### config.mk
export PLATFORM = sky130hd
export DESIGN_NAME = reactive_target_seek_steering_unit
export DESIGN_NICKNAME = d
export VERILOG_FILES = /design/src/rtss_pkg.sv /design/src/rtss_front.sv /design/src/rtss_queue.sv /design/src/rtss_back.sv /design/src/reactive_target_seek_steering_unit.sv
export SDC_FILE = /design/constraint.sdc
export NUM_CORES = 2
export LEC_CHECK = 0
export ABC_CLOCK_PERIOD_IN_PS = 17450
export BUFFER_PORTS_ARGS = -buffer_cell sky130_fd_sc_hd__buf_2
export CAP_MARGIN = 5
export CORE_MARGIN = 4
export CORE_UTILIZATION = 70
export CTS_CLUSTER_DIAMETER = 100
export DETAILED_ROUTE_END_ITERATION = 10
export GPL_TIMING_DRIVEN = 0
export PLACE_DENSITY = 0.94
export SLEW_MARGIN = 20
export SYNTH_ARGS = -nofsm -noshare
export SYNTH_HDL_FRONTEND = slang
export SYNTH_SLANG_ARGS = --single-unit
### constraint.sdc
create_clock -name i_clk -period 17.45 [get_ports i_clk]
set_clock_uncertainty 0.15 [all_clocks]
set_input_delay 3.49 -clock i_clk [delete_from_list [all_inputs] [get_ports i_clk]]
set_output_delay 3.49 -clock i_clk [all_outputs]
set_load 0.05 [all_outputs]
### src/rtss_pkg.sv
// Shared types and constants for the reactive target seek steering unit.
package rtss_pkg;

    // Item kinds carried on the input tuser bit
    localparam logic OP_TARGET = 1'b0;
    localparam logic OP_RANGE  = 1'b1;

    // Configuration register indexes
    localparam logic [2:0] REG_AIM_HEADING   = 3'd0;
    localparam logic [2:0] REG_VAR_THRESHOLD = 3'd1;
    localparam logic [2:0] REG_HYSTERESIS    = 3'd2;
    localparam logic [2:0] REG_TURN_LIMIT    = 3'd3;
    localparam logic [2:0] REG_TURN_GAIN     = 3'd4;
    localparam logic [2:0] REG_FORWARD_SPEED = 3'd5;
    localparam logic [2:0] REG_OBSTACLE_DIST = 3'd6;
    localparam logic [2:0] REG_SPIN_SPEED    = 3'd7;

    localparam int CFG_ADDR_W = 3;
    localparam int CFG_DATA_W = 17;

    // Fixed arithmetic constants
    localparam logic signed [18:0] ANGLE_SCALE   = 19'sd234684; // 180/(16*pi) in Q16
    localparam logic [15:0]        NEAR_LIMIT_MM = 16'd400;
    localparam logic [13:0]        DIV_CAP       = 14'd10240;
    localparam logic [15:0]        LFSR_SEED     = 16'hACE1;
    localparam int                 DIV_STEPS     = 27;
    localparam int                 QUEUE_DEPTH   = 2;

    // Configuration register file contents
    typedef struct packed {
        logic signed [16:0] aim_heading;
        logic [15:0]        var_threshold;
        logic [15:0]        hysteresis;
        logic [14:0]        turn_limit;
        logic [15:0]        turn_gain;
        logic [14:0]        forward_speed;
        logic [15:0]        obstacle_dist;
        logic [14:0]        spin_speed;
    } t_cfg;

    // One finished scan handed from the front end to the back end
    typedef struct packed {
        logic [15:0]        min_range;
        logic               visible;
        logic signed [16:0] angle;
    } t_scan_entry;

    typedef enum logic [1:0] {
        S_IDLE,
        S_CALC,
        S_DIV
    } t_back_state;

endpackage

### src/rtss_front.sv
// Front end: takes input transfers, tracks the target and the scan minimum.
module rtss_front (
    input  logic                 i_clk,
    input  logic                 i_rst_n,
    input  logic                 i_accept,
    input  logic                 i_opcode,
    input  logic [15:0]          i_range_mm,
    input  logic                 i_last_sample,
    input  logic signed [15:0]   i_target_x_mm,
    input  logic signed [14:0]   i_target_theta,
    output logic                 o_push,
    output rtss_pkg::t_scan_entry o_entry
);
    import rtss_pkg::*;

    logic               r_visible;
    logic signed [16:0] r_angle;
    logic [15:0]        r_min;

    logic signed [16:0] x_off;
    logic               absent;
    logic signed [33:0] angle_prod;
    logic signed [33:0] angle_rnd;
    logic [15:0]        min_now;

    // Target is absent when x lies within 20 mm of -1000 mm
    assign x_off  = 17'(i_target_x_mm) + 17'sd1000;
    assign absent = (x_off > -17'sd20) && (x_off < 17'sd20);

    // Q2.12 radians to Q8.8 degrees, rounded half up
    assign angle_prod = 34'(i_target_theta) * 34'(ANGLE_SCALE);
    assign angle_rnd  = angle_prod + 34'sd32768;

    assign min_now = (i_range_mm < r_min) ? i_range_mm : r_min;

    // Hand a finished scan to the queue
    assign o_push          = i_accept && (i_opcode == OP_RANGE) && i_last_sample;
    assign o_entry.min_range = min_now;
    assign o_entry.visible   = r_visible;
    assign o_entry.angle     = r_angle;

    // Update target state and the running minimum
    always_ff @(posedge i_clk) begin
        if (!i_rst_n) begin
            r_visible <= 1'b0;
            r_angle   <= '0;
            r_min     <= '1;
        end else if (i_accept) begin
            if (i_opcode == OP_TARGET) begin
                if (absent) begin
                    r_visible <= 1'b0;
                end else begin
                    r_visible <= 1'b1;
                    r_angle   <= angle_rnd[32:16];
                end
            end else begin
                r_min <= i_last_sample ? 16'hFFFF : min_now;
            end
        end
    end

endmodule

### src/rtss_queue.sv
// Short queue of finished scans between the front and back ends.
module rtss_queue (
    input  logic                  i_clk,
    input  logic                  i_rst_n,
    input  logic                  i_push,
    input  rtss_pkg::t_scan_entry i_entry,
    input  logic                  i_pop,
    output rtss_pkg::t_scan_entry o_entry,
    output logic                  o_full,
    output logic                  o_empty
);
    import rtss_pkg::*;

    localparam int PTR_W = $clog2(QUEUE_DEPTH);
    localparam int CNT_W = $clog2(QUEUE_DEPTH + 1);

    t_scan_entry        r_mem [QUEUE_DEPTH];
    logic [PTR_W-1:0]   r_wr_ptr;
    logic [PTR_W-1:0]   r_rd_ptr;
    logic [CNT_W-1:0]   r_count;

    assign o_full  = (r_count == CNT_W'(QUEUE_DEPTH));
    assign o_empty = (r_count == '0);
    assign o_entry = r_mem[r_rd_ptr];

    // Store pushed entries
    always_ff @(posedge i_clk) begin
        if (i_push) begin
            r_mem[r_wr_ptr] <= i_entry;
        end
    end

    // Advance pointers and the fill count
    always_ff @(posedge i_clk) begin
        if (!i_rst_n) begin
            r_wr_ptr <= '0;
            r_rd_ptr <= '0;
            r_count  <= '0;
        end else begin
            if (i_push) begin
                r_wr_ptr <= (r_wr_ptr == PTR_W'(QUEUE_DEPTH - 1)) ? '0 : r_wr_ptr + 1'b1;
            end
            if (i_pop) begin
                r_rd_ptr <= (r_rd_ptr == PTR_W'(QUEUE_DEPTH - 1)) ? '0 : r_rd_ptr + 1'b1;
            end
            r_count <= r_count + CNT_W'(i_push) - CNT_W'(i_pop);
        end
    end

    a_no_overflow: assert property (@(posedge i_clk) disable iff (!i_rst_n)
        i_push |-> (!o_full || i_pop))
        else $error("push into a full queue");

    a_no_underflow: assert property (@(posedge i_clk) disable iff (!i_rst_n)
        i_pop |-> !o_empty)
        else $error("pop from an empty queue");

endmodule

### src/rtss_back.sv
// Back end: steering decision, speed divider and the result register.
module rtss_back (
    input  logic                  i_clk,
    input  logic                  i_rst_n,
    input  rtss_pkg::t_cfg        i_cfg,
    input  rtss_pkg::t_scan_entry i_entry,
    input  logic                  i_empty,
    output logic                  o_pop,
    output logic                  o_valid,
    input  logic                  i_ready,
    output logic signed [15:0]    o_linear_speed,
    output logic signed [15:0]    o_angular_speed
);
    import rtss_pkg::*;

    t_back_state r_state, n_state;
    t_scan_entry r_job, n_job;
    logic        r_corr, n_corr;
    logic        r_spin, n_spin;
    logic        r_spin_neg, n_spin_neg;
    logic [15:0] r_lfsr, n_lfsr;
    logic signed [34:0] r_prod, n_prod;
    logic [13:0] r_rem, n_rem;
    logic [26:0] r_quo, n_quo;
    logic [13:0] r_dv, n_dv;
    logic [4:0]  r_cnt, n_cnt;
    logic        r_out_valid, n_out_valid;
    logic signed [15:0] r_lin, n_lin;
    logic signed [15:0] r_ang, n_ang;

    logic signed [17:0] var_v;
    logic [17:0]        var_abs;
    logic signed [18:0] thr_low;
    logic               corr_next;
    logic [14:0]        trial;
    logic               trial_ge;
    logic [26:0]        quo_step;
    logic signed [18:0] turn_t;
    logic signed [18:0] turn_min;
    logic               lfsr_fb;

    // Angle error and its magnitude
    assign var_v   = 18'(i_cfg.aim_heading) - 18'(r_job.angle);
    assign var_abs = var_v[17] ? 18'(-var_v) : 18'(var_v);
    assign thr_low = $signed({3'b000, i_cfg.var_threshold})
                   - $signed({3'b000, i_cfg.hysteresis});

    // Hysteretic correcting flag
    always_comb begin
        corr_next = r_corr;
        if (var_abs > {2'b00, i_cfg.var_threshold}) begin
            corr_next = 1'b1;
        end
        if (($signed({1'b0, var_abs}) < thr_low) || (r_job.min_range < NEAR_LIMIT_MM)) begin
            corr_next = 1'b0;
        end
    end

    // One restoring divider step
    assign trial    = {r_rem, r_quo[26]};
    assign trial_ge = (trial >= {1'b0, r_dv});
    assign quo_step = {r_quo[25:0], trial_ge};

    // Turn command with upper clamp, then saturation below
    assign turn_t   = r_prod[34:16];
    assign turn_min = (turn_t < $signed({4'b0000, i_cfg.turn_limit}))
                    ? turn_t : $signed({4'b0000, i_cfg.turn_limit});

    assign lfsr_fb = r_lfsr[0] ^ r_lfsr[2] ^ r_lfsr[3] ^ r_lfsr[5];

    assign o_valid         = r_out_valid;
    assign o_linear_speed  = r_lin;
    assign o_angular_speed = r_ang;

    // Hold the state and datapath registers
    always_ff @(posedge i_clk) begin
        if (!i_rst_n) begin
            r_state     <= S_IDLE;
            r_corr      <= 1'b0;
            r_spin      <= 1'b0;
            r_spin_neg  <= 1'b0;
            r_lfsr      <= LFSR_SEED;
            r_out_valid <= 1'b0;
        end else begin
            r_state     <= n_state;
            r_corr      <= n_corr;
            r_spin      <= n_spin;
            r_spin_neg  <= n_spin_neg;
            r_lfsr      <= n_lfsr;
            r_out_valid <= n_out_valid;
        end
    end

    always_ff @(posedge i_clk) begin
        r_job  <= n_job;
        r_prod <= n_prod;
        r_rem  <= n_rem;
        r_quo  <= n_quo;
        r_dv   <= n_dv;
        r_cnt  <= n_cnt;
        r_lin  <= n_lin;
        r_ang  <= n_ang;
    end

    // Next state and datapath
    always_comb begin
        n_state     = r_state;
        n_job       = r_job;
        n_corr      = r_corr;
        n_spin      = r_spin;
        n_spin_neg  = r_spin_neg;
        n_lfsr      = r_lfsr;
        n_prod      = r_prod;
        n_rem       = r_rem;
        n_quo       = r_quo;
        n_dv        = r_dv;
        n_cnt       = r_cnt;
        n_lin       = r_lin;
        n_ang       = r_ang;
        n_out_valid = r_out_valid && !i_ready;
        o_pop       = 1'b0;

        case (r_state)
            S_IDLE: begin
                // Take the next scan once the result register is free
                if (!i_empty && !r_out_valid) begin
                    o_pop   = 1'b1;
                    n_job   = i_entry;
                    n_state = S_CALC;
                end
            end
            S_CALC: begin
                n_prod = $signed({1'b0, i_cfg.turn_gain}) * 35'(var_v);
                if (r_job.visible) begin
                    n_corr = corr_next;
                    if (corr_next) begin
                        // Start the divide of forward_speed * 2560 by the capped error
                        n_rem   = '0;
                        n_quo   = 27'({i_cfg.forward_speed, 11'b0})
                                + 27'({i_cfg.forward_speed, 9'b0});
                        if (var_abs >= 18'(DIV_CAP)) begin
                            n_dv = DIV_CAP;
                        end else if (var_abs == '0) begin
                            n_dv = 14'd1;
                        end else begin
                            n_dv = var_abs[13:0];
                        end
                        n_cnt   = 5'(DIV_STEPS - 1);
                        n_state = S_DIV;
                    end else begin
                        n_lin       = $signed({1'b0, i_cfg.forward_speed});
                        n_ang       = '0;
                        n_out_valid = 1'b1;
                        n_state     = S_IDLE;
                    end
                end else begin
                    if (r_job.min_range > i_cfg.obstacle_dist) begin
                        // Clear path: drive ahead at half speed
                        n_lin  = $signed({2'b00, i_cfg.forward_speed[14:1]});
                        n_ang  = '0;
                        n_spin = 1'b0;
                    end else begin
                        // Blocked: spin, picking a direction once per spin
                        n_lin = '0;
                        if (!r_spin) begin
                            n_lfsr     = {lfsr_fb, r_lfsr[15:1]};
                            n_spin_neg = r_lfsr[1];
                            n_spin     = 1'b1;
                        end
                        n_ang = n_spin_neg ? -$signed({1'b0, i_cfg.spin_speed})
                                           :  $signed({1'b0, i_cfg.spin_speed});
                    end
                    n_out_valid = 1'b1;
                    n_state     = S_IDLE;
                end
            end
            S_DIV: begin
                n_rem = trial_ge ? 14'(trial - {1'b0, r_dv}) : trial[13:0];
                n_quo = quo_step;
                n_cnt = r_cnt - 1'b1;
                if (r_cnt == '0) begin
                    n_lin = (quo_step > 27'd32767) ? 16'sd32767 : $signed(quo_step[15:0]);
                    n_ang = (turn_min < -19'sd32768) ? -16'sd32768 : turn_min[15:0];
                    n_out_valid = 1'b1;
                    n_state     = S_IDLE;
                end
            end
            default: begin
                n_state = S_IDLE;
            end
        endcase
    end

    a_div_needs_corr: assert property (@(posedge i_clk) disable iff (!i_rst_n)
        (r_state == S_DIV) |-> r_corr)
        else $error("divider running without correction");

    a_result_source: assert property (@(posedge i_clk) disable iff (!i_rst_n)
        $rose(r_out_valid) |-> ($past(r_state) == S_CALC || $past(r_state) == S_DIV))
        else $error("result raised outside calc or divide");

    a_spin_draws: assert property (@(posedge i_clk) disable iff (!i_rst_n)
        $rose(r_spin) |-> (r_lfsr != $past(r_lfsr)))
        else $error("spin started without an LFSR draw");

endmodule

### src/reactive_target_seek_steering_unit.sv
// Top level: configuration registers, front end, scan queue and back end.
// Input transfers are accepted at one per cycle whenever the two-entry scan queue has room.
// Target observations and range samples take effect in the cycle after their transfer.
// A last range sample queues a scan; the back end takes it once the result register is free,
// and while correcting runs the 27-step serial divider before it registers the result.
// Synchronous active-low reset restores register defaults, empties the queue, seeds the LFSR.
module reactive_target_seek_steering_unit (
    input  logic                            i_clk,
    input  logic                            i_rst_n,
    input  logic                            i_s_axis_tvalid,
    output logic                            o_s_axis_tready,
    input  logic [47:0]                     i_s_axis_tdata,   // range_mm, target_x_mm, target_theta, pad
    input  logic                            i_s_axis_tuser,   // opcode
    input  logic                            i_s_axis_tlast,
    output logic                            o_m_axis_tvalid,
    input  logic                            i_m_axis_tready,
    output logic [31:0]                     o_m_axis_tdata,   // linear_speed, angular_speed
    input  logic                            i_cfg_we,
    input  logic [rtss_pkg::CFG_ADDR_W-1:0] i_cfg_addr,
    input  logic [16:0]                     i_cfg_wdata
);
    import rtss_pkg::*;

    t_cfg        r_cfg;
    t_scan_entry push_entry;
    t_scan_entry head_entry;
    logic        accept;
    logic        push;
    logic        pop;
    logic        q_full;
    logic        q_empty;
    logic signed [15:0] lin;
    logic signed [15:0] ang;

    assign o_s_axis_tready = !q_full;
    assign accept          = i_s_axis_tvalid && o_s_axis_tready;
    assign o_m_axis_tdata  = {ang, lin};

    // Configuration writes; unknown indexes are dropped
    always_ff @(posedge i_clk) begin
        if (!i_rst_n) begin
            r_cfg.aim_heading   <= '0;
            r_cfg.var_threshold <= 16'd2560;
            r_cfg.hysteresis    <= 16'd1280;
            r_cfg.turn_limit    <= 15'd1000;
            r_cfg.turn_gain     <= 16'd256;
            r_cfg.forward_speed <= 15'd200;
            r_cfg.obstacle_dist <= 16'd500;
            r_cfg.spin_speed    <= 15'd500;
        end else if (i_cfg_we) begin
            case (i_cfg_addr)
                REG_AIM_HEADING:   r_cfg.aim_heading   <= i_cfg_wdata;
                REG_VAR_THRESHOLD: r_cfg.var_threshold <= i_cfg_wdata[15:0];
                REG_HYSTERESIS:    r_cfg.hysteresis    <= i_cfg_wdata[15:0];
                REG_TURN_LIMIT:    r_cfg.turn_limit    <= i_cfg_wdata[14:0];
                REG_TURN_GAIN:     r_cfg.turn_gain     <= i_cfg_wdata[15:0];
                REG_FORWARD_SPEED: r_cfg.forward_speed <= i_cfg_wdata[14:0];
                REG_OBSTACLE_DIST: r_cfg.obstacle_dist <= i_cfg_wdata[15:0];
                REG_SPIN_SPEED:    r_cfg.spin_speed    <= i_cfg_wdata[14:0];
                default: begin
                end
            endcase
        end
    end

    rtss_front u_front (
        .i_clk          (i_clk),
        .i_rst_n        (i_rst_n),
        .i_accept       (accept),
        .i_opcode       (i_s_axis_tuser),
        .i_range_mm     (i_s_axis_tdata[15:0]),
        .i_last_sample  (i_s_axis_tlast),
        .i_target_x_mm  ($signed(i_s_axis_tdata[31:16])),
        .i_target_theta ($signed(i_s_axis_tdata[46:32])),
        .o_push         (push),
        .o_entry        (push_entry)
    );

    rtss_queue u_queue (
        .i_clk   (i_clk),
        .i_rst_n (i_rst_n),
        .i_push  (push),
        .i_entry (push_entry),
        .i_pop   (pop),
        .o_entry (head_entry),
        .o_full  (q_full),
        .o_empty (q_empty)
    );

    rtss_back u_back (
        .i_clk           (i_clk),
        .i_rst_n         (i_rst_n),
        .i_cfg           (r_cfg),
        .i_entry         (head_entry),
        .i_empty         (q_empty),
        .o_pop           (pop),
        .o_valid         (o_m_axis_tvalid),
        .i_ready         (i_m_axis_tready),
        .o_linear_speed  (lin),
        .o_angular_speed (ang)
    );

endmodule

======== Word level (Yosys, flattened, before mapping) ========
Memory sizes are Yosys's and may differ from the RTL's. A register that Yosys moved wholly into a read port is not among the register bits.
Index checks and enable logic that the tools add are counted.
storage, ports and cells
  register bits ........................... 313
  bits in latches ......................... 0
  RAM bits ................................ 68
  ROM bits ................................ 0
  bits of input ports ..................... 75
  output and inout port bits .............. 34
  logic and storage cells ................. 168
  memories ................................ 1
memory list
  memory         words  width  read ports  clocked after Yosys merged registers in  wr ports  RTL line          text
  u_queue.r_mem  2      34     1           1                                        1         rtss_queue.sv:17  t_scan_entry r_mem [QUEUE_DEPTH];
operators by class
  add/sub/neg operators ................... 13
  multiply operators ...................... 2
  div/mod/pow operators ................... 0
  order comparisons ....................... 12
  eq/ne operators ......................... 15
  shift-type cells ........................ 0
  mux-type cells .......................... 51
  bitwise logic cells ..................... 8
  reductions and logical operators ........ 38
operators by type and width
  kind                                                                               count
  16-bit two-way mux                                                                 12
  14-bit two-way mux                                                                 5
  16-bit one-hot mux with 2 select lines                                             2
  27-bit two-way mux                                                                 2
  27-bit one-hot mux with 2 select lines                                             1
  17-bit by 18-bit multiplier with 35-bit output                                     1
  33-bit by 17-bit adder with 33-bit output, second input constant                   1
  15-bit by 17-bit multiplier with 31-bit output, second input constant              1
  14-bit one-hot mux with 2 select lines                                             1
  2-bit AND reduction                                                                14
  26-bit by 24-bit adder with 27-bit output                                          1
  27-bit by 15-bit greater-than comparator with 1-bit output, second input constant  1
  19-bit by 16-bit < comparator with 1-bit output                                    1
  19-bit by 16-bit < comparator with 1-bit output, second input constant             1
  19-bit < comparator                                                                1
  19-bit two-way mux                                                                 1
  18-bit by 14-bit >= comparator with 1-bit output, second input constant            1
  18-bit by 16-bit greater-than comparator with 1-bit output                         1
  18-bit zero test                                                                   1
  18-bit two-way mux                                                                 1
  18-bit negation                                                                    1
  17-bit by 17-bit subtractor with 18-bit output                                     1
  16-bit by 11-bit adder with 17-bit output, second input constant                   1
  17-bit by 6-bit greater-than comparator with 1-bit output, second input constant   1
  37 further kinds                                                                   85

======== Logic depth before layout (Yosys ltp) ========
  depth after elaboration ................. 9
  gate-level depth with buffers ........... 37
  depth with buffers taken out ............ 35

======== By module ========
From an unflattened synthesis, not the netlist that was laid out.
second synthesis, totals
  cell total of the unflattened synthesis .. 4,026
  area total of the unflattened synthesis .. 38,607.0 um^2
modules (own cells, without submodules)
  module                              times used  cells an instance  area an instance (um^2)  seq. area each (um^2)
  rtss_back                           1           2,462              22,858.2                 4,794.6
  rtss_front                          1           986                8,182.8                  680.7
  reactive_target_seek_steering_unit  1           451                4,732.0                  2,522.4
  rtss_queue                          1           127                2,834.0                  2,142.1

======== Worst setup path after synthesis ========
No wires, ideal clock.
  kind .................................... in2reg
  from .................................... in i_s_axis_tdata[35]
  to ...................................... reg u_front.r_angle[16]
  library setup time ...................... 119 ps
  arrival time ............................ 9,200 ps
  required time ........................... 17,181 ps
  setup slack ............................. 7,981 ps
  cell stages on the path ................. 19
  buffers on the path ..................... 0
  path through ............................ fa_1 -> ha_1 -> fa_1 -> fa_1 -> fa_1 -> fa_1 -> ha_1 -> a21oi_1 -> o21ai_0 -> a221o_1 -> a21o_1 -> a41oi_1 -> xnor2_1 -> nand3_1 -> a2111o_1 -> or4_4 -> o221ai_2 -> xnor2_1 -> a21oi_1
on the way
  cells in the longest elaborated chain, start to end .. 2
RTL lines
  element                                         RTL line                                  text
  from (decl)                                     reactive_target_seek_steering_unit.sv:12  input logic [47:0] i_s_axis_tdata,
  15-bit by 17-bit multiplier with 31-bit output  rtss_front.sv:31                          assign angle_prod = 34'(i_target_theta) * 34'(ANGLE_SCALE);
  33-bit by 17-bit adder with 33-bit output       rtss_front.sv:32                          assign angle_rnd = angle_prod + 34'sd32768;
  to (signal assigned)                            rtss_front.sv:54                          r_angle <= angle_rnd[32:16];
  to (decl)                                       rtss_front.sv:17                          logic signed [16:0] r_angle;
Every way passes these cells.
A chain may end at the register's enable or synchronous reset.

======== Final worst setup path ========
  from .................................... reg u_back.r_job[0] (netlist name)
  to ...................................... reg u_back.r_prod[33], data pin
on the way
  cells in the longest elaborated chain, start to end .. 2
RTL lines
  element                                         RTL line          text
  from (decl)                                     rtss_back.sv:17   t_scan_entry r_job, n_job;
  from (signal assigned)                          rtss_back.sv:95   r_job <= n_job;
  17-bit by 17-bit subtractor with 18-bit output  rtss_back.sv:43   assign var_v = 18'(i_cfg.aim_heading) - 18'(r_job.angle);
  17-bit by 18-bit multiplier with 35-bit output  rtss_back.sv:133  n_prod = $signed({1'b0, i_cfg.turn_gain}) * 35'(var_v);
  to (signal assigned)                            rtss_back.sv:96   r_prod <= n_prod;
  to (decl)                                       rtss_back.sv:22   logic signed [34:0] r_prod, n_prod;
Every way passes these cells.

==> results_dict.tcl <==
set metrics [dict create \
    grt_max_degree 30 \
    cts_sinks 399 \
    yosysTopAreaCell "fa_1" \
    syn_area_sq_um 36600 \
    cap_viol_max_count 0 \
    drc_errors 0 \
    intPower_w 0.00317 \
    h-tree-depth 2 \
    timing.final.crit_share_pct 62.5 \
    dp_cells 4670 \
    worstPathRequired_ns 17.54 \
    synth_top_area_share_pct 20.1 \
    fin_util_pct 76.3 \
    status "finished clean" \
    end_kind "register" \
    post_drt_wl_per_cell_microns 21.3 \
    pwr-share-seq_pct 21.7 \
    fp.coreArea_sq_um 51500 \
    grt-ovfl-total 0 \
    syn_inst 3895 \
    firstDrtPassIters 6 \
    yosysSeqAreaShare_pct 27.6 \
    rsz0062_at_grt "no" \
    combPwrFrac_pct 64.5 \
    cts_tree "done" \
    cp_max_fo 10 \
    antenna_found_initial 2 \
    drt-initial-drc-count 3287 \
    path_clk_slew_ns 0.07 \
    grt_pass1_vias 30800 \
    track_usage_pct 35.5 \
    layoutNonFillerInstCount 4742 \
    synth_edf_count 213 \
    place_area_sq_um 38000 \
    fmax_ghz 0.0917 \
    fin_nets 4852 \
    post-dp-hpwl_microns 75900 \
    start_util_pct 71.1 \
    relSlewSlack_pct 21.8 \
    power.total_w 0.00611 \
    die-area_sq_um 56000 \
    hold_path.class "reg2reg" \
    rows 83 \
    hold_violations 0 \
    drt-total-wl_microns 101000 \
    power_switching_w 0.00294 \
    critPathMaxStageDelay_ns 0.55 \
    viasPerCell 6.26 \
    power_density_nw_per_um2 155 \
    fin_area_sq_um 39300 \
    synthFlopType "edfxtp_1" \
    port_buffers 88 \
    sw_frac_of_total_pct 48.1 \
    die_w_microns 237 \
    tightest_slew_ns 1.17 \
    arrival_ns 11.00 \
    cts_hold_buf 0 \
    areaGrowthSynthToFinish_pct 7.36 \
    postSynth.asyncResetShare_pct 0 \
    peakVddDrop_v 0.000390 \
    syn_nets 4717 \
    critPathSlowestCell "buf_1" \
    nFillCells 3108 \
    post_cts_buffers 0 \
    drive_gt1_share_pct 6.38 \
    p_leak_nw 17.8 \
    crit_family "adder cells" \
    clkPwrFrac_pct 13.8 \
    clockRootBuffer "clkbuf_16" \
    synth_area_leaders "fa_1 (20%), edfxtp_1 (17%), ha_1 (13%)" \
    cp_num_buf_inv 6 \
    gp_congestion 1.03 \
    fin_crit_ns 10.91 \
    ant_nets 0 \
    worst_path_most_repeated_cell "fa_1" \
    drv_slew 0 \
    post_cts_resized 0 \
    insertion_delay_ns 0.56 \
    cts_buffer_depth 3 \
    critical_path.startpoint_type "register" \
    finalSetupTns_ns 0 \
    vias 29700 \
    synth_area_per_cell_sq_um 9.40 \
    cts_buffers 38 \
    worstSetupPathType "reg2reg" \
    die_h_microns 237 \
    grt_pass1_wl_microns 160000 \
    yosys_warnings 0 \
    ys_ff_latch 399 \
    ys_types 96 \
    pin_count 109 \
    finalSetupViolCount 0 \
]
==> sequential cells by signal, indices dropped and copies added (netlist names), 17 cells and up <==
name	flops
u_queue.r_mem	68
u_front.r_angle	17
u_back.r_quo	27
u_back.r_prod	19
u_back.r_job	34
r_cfg	126
==> cells by family after synthesis <==
group           count (synthesis)  share of synthesized area, %
fa+ha+maj                     747                          33.1
mux                           100                          2.88
buf+inv                       800                          8.32
compound gates                593                          10.2
simple gates                 1103                          14.2
xor+xnor                      152                          3.68
other cells                     1                        0.0102
flops                         399                          27.6
==> stage by stage <==
step                      hold WS (ns)  worst slack [ns]
after global placement           0.279              6.92
final                            0.309              6.54
after detailed placement         0.291              6.78
after global routing             0.319              6.19
after CTS                        0.306              6.61
after floorplan                  0.270              7.98
==> metal layers <==
metal / vias to the layer above / wire length [microns] / track usage (%)
li1: 13000 / - / -
met1: 14200 / 35100 / 42.3
met2: 1937 / 47500 / 58.5
met3: 576 / 10700 / 8.27
met4: 2 / 7700 / 22.0
met5: - / 17 / 0
==> tightest hold or removal path, cell delays in order (launching register included) <==
cell	delay [ns]
dfxtp_1	0.31
nand2_1	0.05
a21oi_1	0.05
==> placed cells by master, fill, tap and decap left out, types with 9 or more instances in the layout <==
master	n
a211oi_1	19
a21boi_0	9
a21o_1	56
a21oi_1	230
a31oi_1	13
and2_1	110
and3_1	26
buf_1	13
buf_2	94
clkbuf_1	129
clkbuf_16	41
clkbuf_2	15
clkinv_2	9
dfxtp_1	186
edfxtp_1	213
fa_1	368
ha_1	378
inv_1	641
mux2_2	38
mux2i_1	61
nand2_1	527
nand2b_1	31
nand3_1	54
nand3b_1	18
nand4_1	18
nor2_1	153
nor2b_1	62
nor3_1	29
nor3b_1	10
nor4_1	14
o211ai_1	25
o21a_1	23
o21ai_0	96
o22a_1	16
o22ai_1	19
or3_1	12
xnor2_1	98
xor2_1	51
==> final timing paths <==
| path | from | endpoint | slack [ns] | cells after the start |
|---|---|---|---|---|
| setup / recovery | u_back.r_job[0] | u_back.r_prod[33] | 6.54 | 35 |
| hold / removal | r_cfg[27] | r_cfg[27] | 0.31 | 2 |
| setup reg to reg | u_back.r_job[0] | u_back.r_prod[33] | 6.54 | 35 |
| hold reg to reg | r_cfg[27] | r_cfg[27] | 0.31 | 2 |
==> power groups by stage <==
| stage | logic, W | clock network [W] | registers, W |
|---|---|---|---|
| floorplan | 0.00269 | 0 | 0.00139 |
| global placement | 0.00362 | 0 | 0.00133 |
| detailed placement | 0.00382 | 0 | 0.00133 |
| CTS | 0.00388 | 0.000833 | 0.00132 |
| global route | 0.00432 | 0.000873 | 0.00133 |
| finish | 0.00394 | 0.000845 | 0.00132 |
==> layout make-up <==
type,count,area (sq um),area share [%]
multi-input cells,2696,23500,59.7
flip-flops and latches,399,10100,25.8
inverters,641,2410,6.12
clock buffers,53,1120,2.85
well taps,680,851,2.17
plain buffers,159,638,1.62
repair buffers,95,558,1.42
clock inverters,15,120,0.306
diodes,4,10.0,0.0255
==> cell usage after synthesis, drive strengths merged (4+ instances only) <==
cell type  number
buf            22
fa            368
o22ai          19
nor4           14
dfxtp         186
nand2b         31
mux2           39
a21oi         231
and2          113
edfxtp        213
xnor2         100
inv           641
o31ai           7
and3           27
nor3b          12
nand2         527
a21o           58
ha            379
o211ai         26
a31oi          13
o22a           16
or3            12
a22o            4
a21boi         12
nand3b         18
nand3          54
a31o            4
clkbuf        137
mux2i          61
o21ai         103
a41oi           4
o2111ai         6
o21a           23
o21bai          8
xor2           52
or2            11
nand4          19
a211oi         21
nor2b          62
nor3           32
nor2          155
a211o           5
No activity file was read; power rests on OpenSTA's default activity.
